<file path="config.mk">
export PLATFORM = sky130hd
export DESIGN_NAME = double_ended_list_store_unit
export DESIGN_NICKNAME = d
export VERILOG_FILES = /design/src/dels_pkg.sv /design/src/double_ended_list_store_unit.sv /design/src/dels_ctrl.sv /design/src/dels_dp.sv
export SDC_FILE = /design/constraint.sdc
export NUM_CORES = 1
export LEC_CHECK = 0
export BUFFER_PORTS_ARGS = -buffer_cell sky130_fd_sc_hd__buf_2
export CORE_MARGIN = 2
export CORE_UTILIZATION = 43
export DETAILED_ROUTE_END_ITERATION = 10
export GPL_TIMING_DRIVEN = 0
export PLACE_DENSITY_LB_ADDON = 0.1
export SYNTH_ARGS = -nofsm -noshare
export SYNTH_HDL_FRONTEND = slang
export SYNTH_SLANG_ARGS = --single-unit
</file>
<file path="constraint.sdc">
create_clock -name clk -period 5 [get_ports clk]
set_input_delay 0.5 -clock clk [delete_from_list [all_inputs] [get_ports clk]]
set_output_delay 0.5 -clock clk [all_outputs]
set_load 0.05 [all_outputs]
</file>
<file path="src/dels_pkg.sv">
// Shared types and constants of the double-ended list store.
`default_nettype none
package dels_pkg;

	localparam int DEPTH_DEF = 16;

	// operation codes
	localparam logic [1:0] OP_PUSH_FRONT = 2'd0;
	localparam logic [1:0] OP_PUSH_BACK  = 2'd1;
	localparam logic [1:0] OP_DROP_FRONT = 2'd2;
	localparam logic [1:0] OP_READ_ALL   = 2'd3;

	// status codes
	localparam logic [1:0] ST_OK    = 2'd0;
	localparam logic [1:0] ST_EMPTY = 2'd1;
	localparam logic [1:0] ST_FULL  = 2'd2;

	typedef struct packed {
		logic [1:0]         operation;
		logic signed [31:0] value;
	} req_t;

	typedef struct packed {
		logic signed [31:0] item;
		logic [1:0]         status;
		logic               last;
	} rsp_t;

	// controller -> datapath
	typedef struct packed {
		logic accept;   // request taken this cycle
		logic rd_issue; // read store at walk slot
		logic rd_emit;  // move read data to response register
	} dp_cmd_t;

	// datapath -> controller
	typedef struct packed {
		logic empty;
		logic last_elem; // walk is on the back element
		logic rsp_free;  // response register can load this cycle
	} dp_sts_t;

endpackage
`default_nettype wire

</file>
<file path="src/double_ended_list_store_unit.sv">
// Top level of the double-ended list store: controller plus datapath.
//
// Usage:
//   Request channel (req_valid / req_stall / req) carries an operation and a
//   signed 32-bit value: push front, push back, drop front, read all.
//   Response channel (rsp_valid / rsp_stall / rsp) returns item, status, last.
//   Push and drop give one response (item zero, last set); status says ok,
//   empty (drop or read on an empty list) or full (push refused, list kept).
//   Read all gives one response per stored element from front to back, last
//   set on the back element; the list is left as it was.
// Sequencing:
//   Push, drop and an empty read answer in the cycle after acceptance. A
//   read-all walk handles each element in turn: S_RD_ADDR addresses the
//   single-port ring store, S_RD_DATA moves its registered read data into
//   the response register. Requests are stalled during the walk.
// Stall:
//   The response register holds while rsp_stall is high; a new request is
//   accepted only when the response register is empty or being taken.
// Reset:
//   arst_n clears the list (front slot and count to zero) and the response
//   valid. Store contents are not cleared; only written slots are ever read.
`default_nettype none
module double_ended_list_store_unit #(
	parameter int DEPTH = dels_pkg::DEPTH_DEF
) (
	input  wire logic           clk,
	input  wire logic           arst_n,
	input  wire logic           req_valid,
	output logic                req_stall,
	input  wire dels_pkg::req_t req,
	output logic                rsp_valid,
	input  wire logic           rsp_stall,
	output dels_pkg::rsp_t      rsp
);
	import dels_pkg::*;

	dp_cmd_t cmd;
	dp_sts_t sts;

	// sequencing: accept, then optional read walk
	dels_ctrl u_ctrl (
		.clk       (clk),
		.arst_n    (arst_n),
		.req_valid (req_valid),
		.operation (req.operation),
		.sts       (sts),
		.req_stall (req_stall),
		.cmd       (cmd)
	);

	// ring store, pointers and response register
	dels_dp #(
		.DEPTH (DEPTH)
	) u_dp (
		.clk       (clk),
		.arst_n    (arst_n),
		.req       (req),
		.cmd       (cmd),
		.rsp_stall (rsp_stall),
		.sts       (sts),
		.rsp_valid (rsp_valid),
		.rsp       (rsp)
	);

endmodule
`default_nettype wire

</file>
<file path="src/dels_ctrl.sv">
// Controller state machine of the double-ended list store.
`default_nettype none
module dels_ctrl (
	input  wire logic              clk,
	input  wire logic              arst_n,
	input  wire logic              req_valid,
	input  wire logic [1:0]        operation,
	input  wire dels_pkg::dp_sts_t sts,
	output logic                   req_stall,
	output dels_pkg::dp_cmd_t      cmd
);
	import dels_pkg::*;

	typedef enum logic [2:0] {
		S_IDLE    = 3'b001,
		S_RD_ADDR = 3'b010,
		S_RD_DATA = 3'b100
	} state_t;

	state_t state_q, state_d;

	always_comb begin
		state_d      = state_q;
		req_stall    = 1'b1;
		cmd.accept   = 1'b0;
		cmd.rd_issue = 1'b0;
		cmd.rd_emit  = 1'b0;
		unique case (state_q)
			S_IDLE: begin
				req_stall  = !sts.rsp_free;
				cmd.accept = req_valid && sts.rsp_free;
				if (cmd.accept && operation == OP_READ_ALL && !sts.empty) begin
					state_d = S_RD_ADDR;
				end
			end
			S_RD_ADDR: begin
				cmd.rd_issue = 1'b1;
				state_d      = S_RD_DATA;
			end
			S_RD_DATA: begin
				if (sts.rsp_free) begin
					cmd.rd_emit = 1'b1;
					state_d     = sts.last_elem ? S_IDLE : S_RD_ADDR;
				end
			end
			default: begin
				state_d = S_IDLE;
			end
		endcase
	end

	always_ff @(posedge clk or negedge arst_n) begin
		if (!arst_n) begin
			state_q <= S_IDLE;
		end else begin
			state_q <= state_d;
		end
	end

endmodule
`default_nettype wire

</file>
<file path="src/dels_dp.sv">
// Datapath of the double-ended list store: ring store, pointers, response register.
`default_nettype none
module dels_dp #(
	parameter int DEPTH = dels_pkg::DEPTH_DEF
) (
	input  wire logic              clk,
	input  wire logic              arst_n,
	input  wire dels_pkg::req_t    req,
	input  wire dels_pkg::dp_cmd_t cmd,
	input  wire logic              rsp_stall,
	output dels_pkg::dp_sts_t      sts,
	output logic                   rsp_valid,
	output dels_pkg::rsp_t         rsp
);
	import dels_pkg::*;

	localparam int AW = (DEPTH > 1) ? $clog2(DEPTH) : 1;
	localparam int CW = $clog2(DEPTH + 1);
	localparam int SW = CW + 1;

	logic signed [31:0] mem [DEPTH];

	logic [AW-1:0]      front_q, rd_slot_q;
	logic [CW-1:0]      count_q, remain_q;
	logic signed [31:0] rdata_q;
	logic               rsp_valid_q;
	rsp_t               rsp_q;

	logic [AW-1:0] front_prev, front_next, rd_next, back_slot;
	logic [SW-1:0] back_sum;
	logic          empty, full;
	logic          wr_en;
	logic [AW-1:0] wr_addr;
	logic          load_rsp;
	rsp_t          rsp_d;

	function automatic logic [AW-1:0] slot_next(input logic [AW-1:0] s);
		return (s == AW'(DEPTH - 1)) ? '0 : s + AW'(1);
	endfunction

	function automatic logic [AW-1:0] slot_prev(input logic [AW-1:0] s);
		return (s == '0) ? AW'(DEPTH - 1) : s - AW'(1);
	endfunction

	assign empty      = (count_q == '0);
	assign full       = (count_q == CW'(DEPTH));
	assign front_prev = slot_prev(front_q);
	assign front_next = slot_next(front_q);
	assign rd_next    = slot_next(rd_slot_q);

	// back slot = front + count, wrapped once (count < DEPTH when used)
	always_comb begin
		back_sum = SW'(front_q) + SW'(count_q);
		if (back_sum >= SW'(DEPTH)) begin
			back_sum = back_sum - SW'(DEPTH);
		end
		back_slot = back_sum[AW-1:0];
	end

	assign sts.empty     = empty;
	assign sts.last_elem = (remain_q == CW'(1));
	assign sts.rsp_free  = !rsp_valid_q || !rsp_stall;

	// request decode
	always_comb begin
		wr_en    = 1'b0;
		wr_addr  = back_slot;
		load_rsp = 1'b0;
		rsp_d    = '{item: '0, status: ST_OK, last: 1'b1};
		if (cmd.accept) begin
			unique case (req.operation) inside
				OP_PUSH_FRONT, OP_PUSH_BACK: begin
					load_rsp = 1'b1;
					if (full) begin
						rsp_d.status = ST_FULL;
					end else begin
						wr_en   = 1'b1;
						wr_addr = (req.operation == OP_PUSH_FRONT) ? front_prev : back_slot;
					end
				end
				default: begin
					load_rsp = (req.operation == OP_DROP_FRONT) || empty;
					if (empty) begin
						rsp_d.status = ST_EMPTY;
					end
				end
			endcase
		end else if (cmd.rd_emit) begin
			load_rsp   = 1'b1;
			rsp_d.item = rdata_q;
			rsp_d.last = sts.last_elem;
		end
	end

	always_ff @(posedge clk) begin
		if (wr_en) begin
			mem[wr_addr] <= req.value;
		end
		if (cmd.rd_issue) begin
			rdata_q <= mem[rd_slot_q];
		end
	end

	always_ff @(posedge clk or negedge arst_n) begin
		if (!arst_n) begin
			front_q     <= '0;
			count_q     <= '0;
			rd_slot_q   <= '0;
			remain_q    <= '0;
			rsp_valid_q <= 1'b0;
		end else begin
			if (cmd.accept) begin
				case (req.operation)
					OP_PUSH_FRONT: begin
						if (!full) begin
							front_q <= front_prev;
							count_q <= count_q + CW'(1);
						end
					end
					OP_PUSH_BACK: begin
						if (!full) begin
							count_q <= count_q + CW'(1);
						end
					end
					OP_DROP_FRONT: begin
						if (!empty) begin
							front_q <= front_next;
							count_q <= count_q - CW'(1);
						end
					end
					default: begin
						rd_slot_q <= front_q;
						remain_q  <= count_q;
					end
				endcase
			end
			if (cmd.rd_emit) begin
				rd_slot_q <= rd_next;
				remain_q  <= remain_q - CW'(1);
			end
			if (load_rsp) begin
				rsp_valid_q <= 1'b1;
			end else if (!rsp_stall) begin
				rsp_valid_q <= 1'b0;
			end
		end
	end

	always_ff @(posedge clk) begin
		if (load_rsp) begin
			rsp_q <= rsp_d;
		end
	end

	assign rsp_valid = rsp_valid_q;
	assign rsp       = rsp_q;

endmodule
`default_nettype wire

</file>
# After elaboration in Yosys (flattened, before gate mapping)
# Memories as Yosys holds them, arrays and structs flattened. A register that Yosys moved wholly into a read port is not among the register bits.
# Index checks and enable logic that the tools add are counted.
dict set report classes {
  addsub 8
  n_bitwise 1
  eq_ne 17
  reduce_logical 22
  n_lt_le_gt_ge 1
  muxes 42
}
# operator count
set ops {}
lappend ops {{$mux W4} 13}
lappend ops {{$mux W5} 5}
lappend ops {{$mux W1} 16}
lappend ops {{$pmux W5 S2} 1}
lappend ops {{$sub A5 B1 Y5 const B} 2}
lappend ops {{$pmux W3 S3} 1}
lappend ops {{$add A4 B1 Y4 const B} 2}
lappend ops {{$eq A4 B4 Y1 const B} 2}
lappend ops {{$ne A2 B1 Y1 const B} 4}
lappend ops {{$pmux W4 S2} 1}
lappend ops {{$reduce_and A4 Y1} 2}
lappend ops {{$sub A4 B1 Y4 const B} 2}
lappend ops {{$add A4 B5 Y6} 1}
lappend ops {{$ge A6 B5 Y1 const B} 1}
lappend ops {{$mux W2} 3}
lappend ops {{$mux W3} 2}
lappend ops {{$ne A2 B2 Y1 const B} 3}
lappend ops {{$reduce_bool A2 Y1} 3}
lappend ops {{$add A5 B1 Y5 const B} 1}
lappend ops {{$eq A5 B1 Y1 const B} 1}
lappend ops {{$eq A5 B5 Y1 const B} 1}
lappend ops {{$logic_not A5 Y1} 1}
lappend ops {{$eq A2 B2 Y1 const B} 2}
lappend ops {{$logic_not A1 Y1} 4}
lappend ops {{12 further kinds} 17}
dict set report word_totals {
  memories 1
  inputBits 38
  mem_bits_rw 512
  register_bits 57
  output_inout_bits 37
  word_cells 101
}
# name depth word_bits rd rd_ports_with_merged_regs write_ports line_no
set memory_table {}
lappend memory_table {u_dp.mem 16 32 1 1 1 dels_dp.sv:21} ;# logic signed [31:0] mem [DEPTH];

# Logic depth before layout (Yosys ltp)
dict set report logic_depth {
  word_depth 7
  depth_mapped 9
  ltp_nobuf 8
}

# Cells and area by module
# A second synthesis with hierarchy kept.
dict set report hier_totals {
  cells_unflattened 1250
  hier_area_um2 23709.0
}
# module seq_area_each_um2 n_inst cells_each area_per_inst_um2
set by_module_without_submodules {}
lappend by_module_without_submodules {dels_dp 17862.1 1 1228 23512.6}
lappend by_module_without_submodules {dels_ctrl 76.3 1 22 196.4}

# Worst setup path after synthesis
# Ideal clock, no wire load.
dict set report synth_path {
  kind {reg2reg}
  startpoint {register u_dp.count_q[0]}
  endpoint {register u_dp.rsp_q (netlist bit u_dp.rsp[0]), enable pin}
  n_path_buf 0
  setup_ns 0.477
  synth_period_minus_slack_ns 4.142
  path_stages_with_launch 5
  setup_slack_ns 0.858
  required_ns 4.523
  arrival_ns 3.665
  path_cell_list {dfrtp_1 -> or4_1 -> nor2_1 -> nor2_1 -> o21ai_0}
}
dict set report synth_between {
  elab_chain_len 4
}
# item line_no
set synth_lines {}
lappend synth_lines {{start, declared} dels_dp.sv:24} ;# logic [CW-1:0] count_q, remain_q;
lappend synth_lines {{start signal, assigned} dels_dp.sv:117} ;# count_q <= count_q + CW'(1);
lappend synth_lines {{start signal, assigned} dels_dp.sv:122} ;# count_q <= count_q + CW'(1);
lappend synth_lines {{start signal, assigned} dels_dp.sv:128} ;# count_q <= count_q - CW'(1);
lappend synth_lines {{$logic_not A5 Y1} dels_dp.sv:45} ;# assign empty = (count_q == '0);
lappend synth_lines {{$logic_or A1 B1 Y1} dels_dp.sv:82} ;# load_rsp = (req.operation == OP_DROP_FRONT) || empty;
lappend synth_lines {{$mux W1} dels_dp.sv:71} ;# unique case (req.operation) inside
lappend synth_lines {{$mux W1} dels_dp.sv:70} ;# if (cmd.accept) begin
lappend synth_lines {{named net u_dp.load_rsp} dels_dp.sv:34} ;# logic load_rsp;
lappend synth_lines {{end signal, assigned} dels_dp.sv:151} ;# rsp_q <= rsp_d;
lappend synth_lines {{end, declared} dels_dp.sv:27} ;# rsp_t rsp_q;
# The timed path passes the listed nets, and every way through them passes these cells.
# A chain may end at the register's enable or synchronous reset.

# Worst setup path after layout
dict set report layout_path {
  startpoint {register u_dp.front_q[0]}
  endpoint {memory u_dp.mem[12][13], enable pin}
}
dict set report layout_between {
  elab_chain_len 7
  word_cells_on_any_way 11
  classes_between {add/sub: 3; order compare: 1; mux: 6; reduce/logical: 1}
}
# item line_no
set layout_lines {}
lappend layout_lines {{start, declared} dels_dp.sv:23} ;# logic [AW-1:0] front_q, rd_slot_q;
lappend layout_lines {{start signal, assigned} dels_dp.sv:116} ;# front_q <= front_prev;
lappend layout_lines {{start signal, assigned} dels_dp.sv:127} ;# front_q <= front_next;
lappend layout_lines {{$add A4 B5 Y6} dels_dp.sv:53} ;# back_sum = SW'(front_q) + SW'(count_q);
lappend layout_lines {{$ge A6 B5 Y1 or $sub A4 B1 Y4 (tied branches)} {dels_dp.sv:54, dels_dp.sv:55}}
lappend layout_lines {{$mux W4} dels_dp.sv:54} ;# if (back_sum >= SW'(DEPTH)) begin
lappend layout_lines {{$mux W4} dels_dp.sv:78} ;# wr_addr = (req.operation == OP_PUSH_FRONT) ? front_prev : back_slot;
lappend layout_lines {{$mux W4} dels_dp.sv:74} ;# if (full) begin
lappend layout_lines {{$mux W4} dels_dp.sv:71}
lappend layout_lines {{$mux W4 (*)} dels_dp.sv:70}
lappend layout_lines {{end, declared} dels_dp.sv:21}
# Every way passes the cells marked *; elsewhere a longest branch is shown, timed or not.

==> parameters.txt <==
Parameter                              Value

Critical path
  Worst path bufs/invs    4
  Critical path start-end classification    flop to flop
  Worst path required time    5.28 ns
  R2r setup slk    1.39 ns
  Cell breakdown of the critical path    clkbuf_1, inv_1, ha_1, clkbuf_1, nor2_1, a211oi_1, nor2_1, a21o_1, nor2_4, buf_12
  Arrival time at the worst endpoint    3.89 ns
  Critical-path cell with the highest stage delay    sky130_fd_sc_hd__nor2_4
  Maximum fanout encountered on the critical timing path    17
  Critical path's top delay family    buffers and inverters
  Crit path largest cell delay    0.72 ns
  CP Capture Type    flop
  Kind of launch point of the worst setup path    flop

Clocking
  Clock sinks    601
  Post-CTS setup buffer count    0
  Hold-fix buffers, CTS    1
  Number of gates given a new drive strength after cts    0
  Clock insertion delay at the later pin of the skew report    0.59 ns
  Root Driver    sky130_fd_sc_hd__clkbuf_16
  Clock-pin transition on the worst setup and hold timing paths    0.06 ns
  Deepest level of the CTS H-tree    3
  Cts bufs inserted    67
  Clock tree buffer depth    3
  CTS tree    done

Cells and area
  Fraction of final layout cells with drive strength greater than 1    30.7%
  Total Nets Final    1262
  Combined area of the multi-input logic cells    5130 µm²
  Number of standard cells in the final layout excluding fillers    1952
  Count of filler cells inserted in the layout    4309
  Count of inserted antenna diode cells    0
  Seq. cell area    17900 µm²
  Signed area change from the synthesized netlist to the final layout    16.7%

GRT
  Global-route usage over all layers    19.7%
  Largest net degree at the start of global routing    23
  Wire length of the first global-routing pass    78400 µm
  Vias in the first global route    11345
  GR Overflow Total    0
  Initial antenna violation count    1

Die
  Die width    237 µm
  Cell row count    85
  Die Area    56000 µm²
  Effective utilization at floorplan    43.4%
  Core box area    53600 µm²
  Number of ports placed on the die boundary    75
  Die Ht    237 µm

Synth
  Number of distinct library cells after synthesis    45
  Adder-cell share of the synthesized area    0.764%
  Parity-gate share of the synthesized area counting xor and xnor cells    0.527%
  Mean post-synth cell area    22.2 µm²
  Number of synthesis warnings    0
  Main combinational cell family by area after synthesis    multiplexers
  Post-synth EDFFs    579
  Net Count, Synth    1099
  Simple-gate share of the synthesized area    3.03%
  Prevailing post-synth register cell    sky130_fd_sc_hd__edfxtp_1
  Area fraction in compound gates after synthesis    1.55%
  Mapped cell area    23300 µm²
  Sequential element share of the synthesized area    77.1%
  Gate count after technology mapping    1048
  Share of synthesized area spent on multiplexers    15.6%
  Number of synthesized register bits    601
  Ys async rst share    3.66%

STA
  Setup Skew    0.0157 ns
  Max-slew violation total from the final report    0
  Final worst path period share    72.1%
  Number of failing setup endpoints in the final timing report    0
  Actual slew at the worst max-slew pin    1.13 ns
  Relative slew slack    24.7%
  Achievable frequency    0.277 GHz
  RSZ-0062 raised after global routing    false
  Number of endpoints with negative hold slack in the final report    0
  Minimum clock period after layout    3.61 ns
  Post-route setup slack    1.39 ns

Detailed routing
  Via-per-instance ratio    5.63
  Count of antenna-violating nets left after detailed routing    0
  Number of iterations in the first detailed-routing pass    5
  Total length of routed wires    53600 µm
  Residual DRC    0
  Detailed-route via count    10981
  1st-iter DRT viols    1032
  Routed wire per std cell    27.4 µm

Pwr
  Total leakage power    0.00878 µW
  Power density relative to cell area    542 nW/µm²
  IR drop worst, VDD    245 µV

Place
  Number of port buffers    73
  Worst slack at placement    1.37 ns
  Number of cells in the design after placement    1837
  GPL Wtd Cong    0.775
  HPWL Detailed    32800 µm

Run
  Maximum capacitance violations    0

Run status
  Outcome    complete, no violations

Worst hold path
  Worst min-delay path class    input port to flop
## routing by layer
layer	vias to the layer above	global-route usage (%)	share of wire, %
li1	4725	-	-
met1	5937	28.4	46
met2	245	31.5	48
met3	72	3.12	4.0
met4	2	5.83	1.9
met5	-	0	0.030
## cell families after synthesis
group	count (synthesis)
AOI/OAI and AO/OA	57
xor gates and xnor gates	14
adders and majority gates	13
buffers and inverters	65
DFF	601
muxes	162
and+or+nand+nor	136
## final cells by class
cell class / instances / area share (%)
Timing Repair Buffer: 94 / 2.97
Multi-Input combinational cell: 382 / 18.9
Clock buffer: 84 / 6.73
Sequential cell: 601 / 66.1
Tap cell: 696 / 3.21
Buffer: 52 / 1.03
Clock inverter: 30 / 0.849
Inverter: 13 / 0.180
## synth_stat cells (9+ instances only)
cell type | number | share of area [%]
sky130_fd_sc_hd__edfxtp_1 | 579 | 75
sky130_fd_sc_hd__mux4_2 | 160 | 15
sky130_fd_sc_hd__nand2_1 | 34 | 0.55
sky130_fd_sc_hd__and3_1 | 32 | 0.86
sky130_fd_sc_hd__nor2_1 | 28 | 0.45
sky130_fd_sc_hd__clkbuf_1 | 25 | 0.40
sky130_fd_sc_hd__dfrtp_1 | 21 | 2.3
sky130_fd_sc_hd__inv_1 | 13 | 0.21
sky130_fd_sc_hd__o21ai_0 | 13 | 0.28
sky130_fd_sc_hd__a21oi_1 | 12 | 0.26
sky130_fd_sc_hd__ha_1 | 11 | 0.59
sky130_fd_sc_hd__buf_6 | 10 | 0.48
sky130_fd_sc_hd__nand3_1 | 10 | 0.22
sky130_fd_sc_hd__buf_1 | 9 | 0.15
## stage by stage
step / power (µW) / hold WS [ns] / setup TNS, ns / instance area, µm² / util, %
floorplan: 8940 / 0.204 / 0 / 23300 / -
global placement: 10100 / 0.522 / -504.10 / 24500 / 45.7
detailed placement: 10200 / 0.511 / 0 / 25100 / 46.8
CTS: 14900 / 0.197 / 0 / 27100 / 50.6
global route: 15300 / 0.222 / 0 / 27100 / 50.6
finish: 14700 / 0.231 / 0 / 27100 / 50.6
## worst paths after layout
| path | start | cells after the start | to |
|---|---|---|---|
| setup / recovery | u_dp.front_q[0] | 10 | u_dp.mem[12][13] |
| hold / removal | rsp_stall | 3 | u_ctrl.state_q[2] |
| setup reg to reg | u_dp.front_q[0] | 10 | u_dp.mem[12][13] |
| hold reg to reg | u_dp.rdata_q[24] | 1 | u_dp.rsp[27] |
| max in group asynchronous | arst_n | 2 | u_ctrl.state_q[0] |
| min in group asynchronous | arst_n | 2 | u_dp.front_q[0] |
## placed cells by master (no fill, tap or decap), types with 3 or more instances in the layout
master                      count
sky130_fd_sc_hd__dfrtp_1       21
sky130_fd_sc_hd__buf_2         81
sky130_fd_sc_hd__a31oi_1        6
sky130_fd_sc_hd__inv_1         13
sky130_fd_sc_hd__and3_1        32
sky130_fd_sc_hd__clkinv_1      11
sky130_fd_sc_hd__mux4_2       160
sky130_fd_sc_hd__xnor2_1        8
sky130_fd_sc_hd__a21o_1         6
sky130_fd_sc_hd__nand2_1       34
sky130_fd_sc_hd__o32ai_1        6
sky130_fd_sc_hd__edfxtp_1     579
sky130_fd_sc_hd__xor2_1         6
sky130_fd_sc_hd__clkinv_2      11
sky130_fd_sc_hd__clkbuf_1      38
sky130_fd_sc_hd__ha_1          11
sky130_fd_sc_hd__nand2b_1       8
sky130_fd_sc_hd__buf_1          9
sky130_fd_sc_hd__buf_12        16
sky130_fd_sc_hd__o22ai_1        4
sky130_fd_sc_hd__nand3_1       10
sky130_fd_sc_hd__bufinv_16      3
sky130_fd_sc_hd__o21ai_0       12
sky130_fd_sc_hd__a21oi_1       11
sky130_fd_sc_hd__nor2_1        11
sky130_fd_sc_hd__nor2_4        17
sky130_fd_sc_hd__nor2b_1        3
sky130_fd_sc_hd__buf_6         10
sky130_fd_sc_hd__buf_16         4
sky130_fd_sc_hd__nor3_1         4
sky130_fd_sc_hd__clkbuf_16     71
## report_power, final
part	switching, µW	internal (µW)	leakage [µW]
sequential	160	5990	0.00550
combinational	2230	1660	0.00227
clock	1920	2730	0.00101
## worst min-delay path, cell delays in order
cell                      delay [ns]
sky130_fd_sc_hd__buf_2          0.12
sky130_fd_sc_hd__nand3_1        0.08
sky130_fd_sc_hd__a21oi_1        0.07
## sequential cells by signal, summed over array words and instances, names as in the netlist
register        cells
u_ctrl.state_q      3
u_dp.rd_slot_q      4
u_dp.remain_q       5
u_dp.rsp_valid      1
u_dp.rsp           35
u_dp.count_q        5
u_dp.front_q        4
u_dp.rdata_q       32
u_dp.mem          512
No activity file was read; power rests on OpenSTA's default activity.
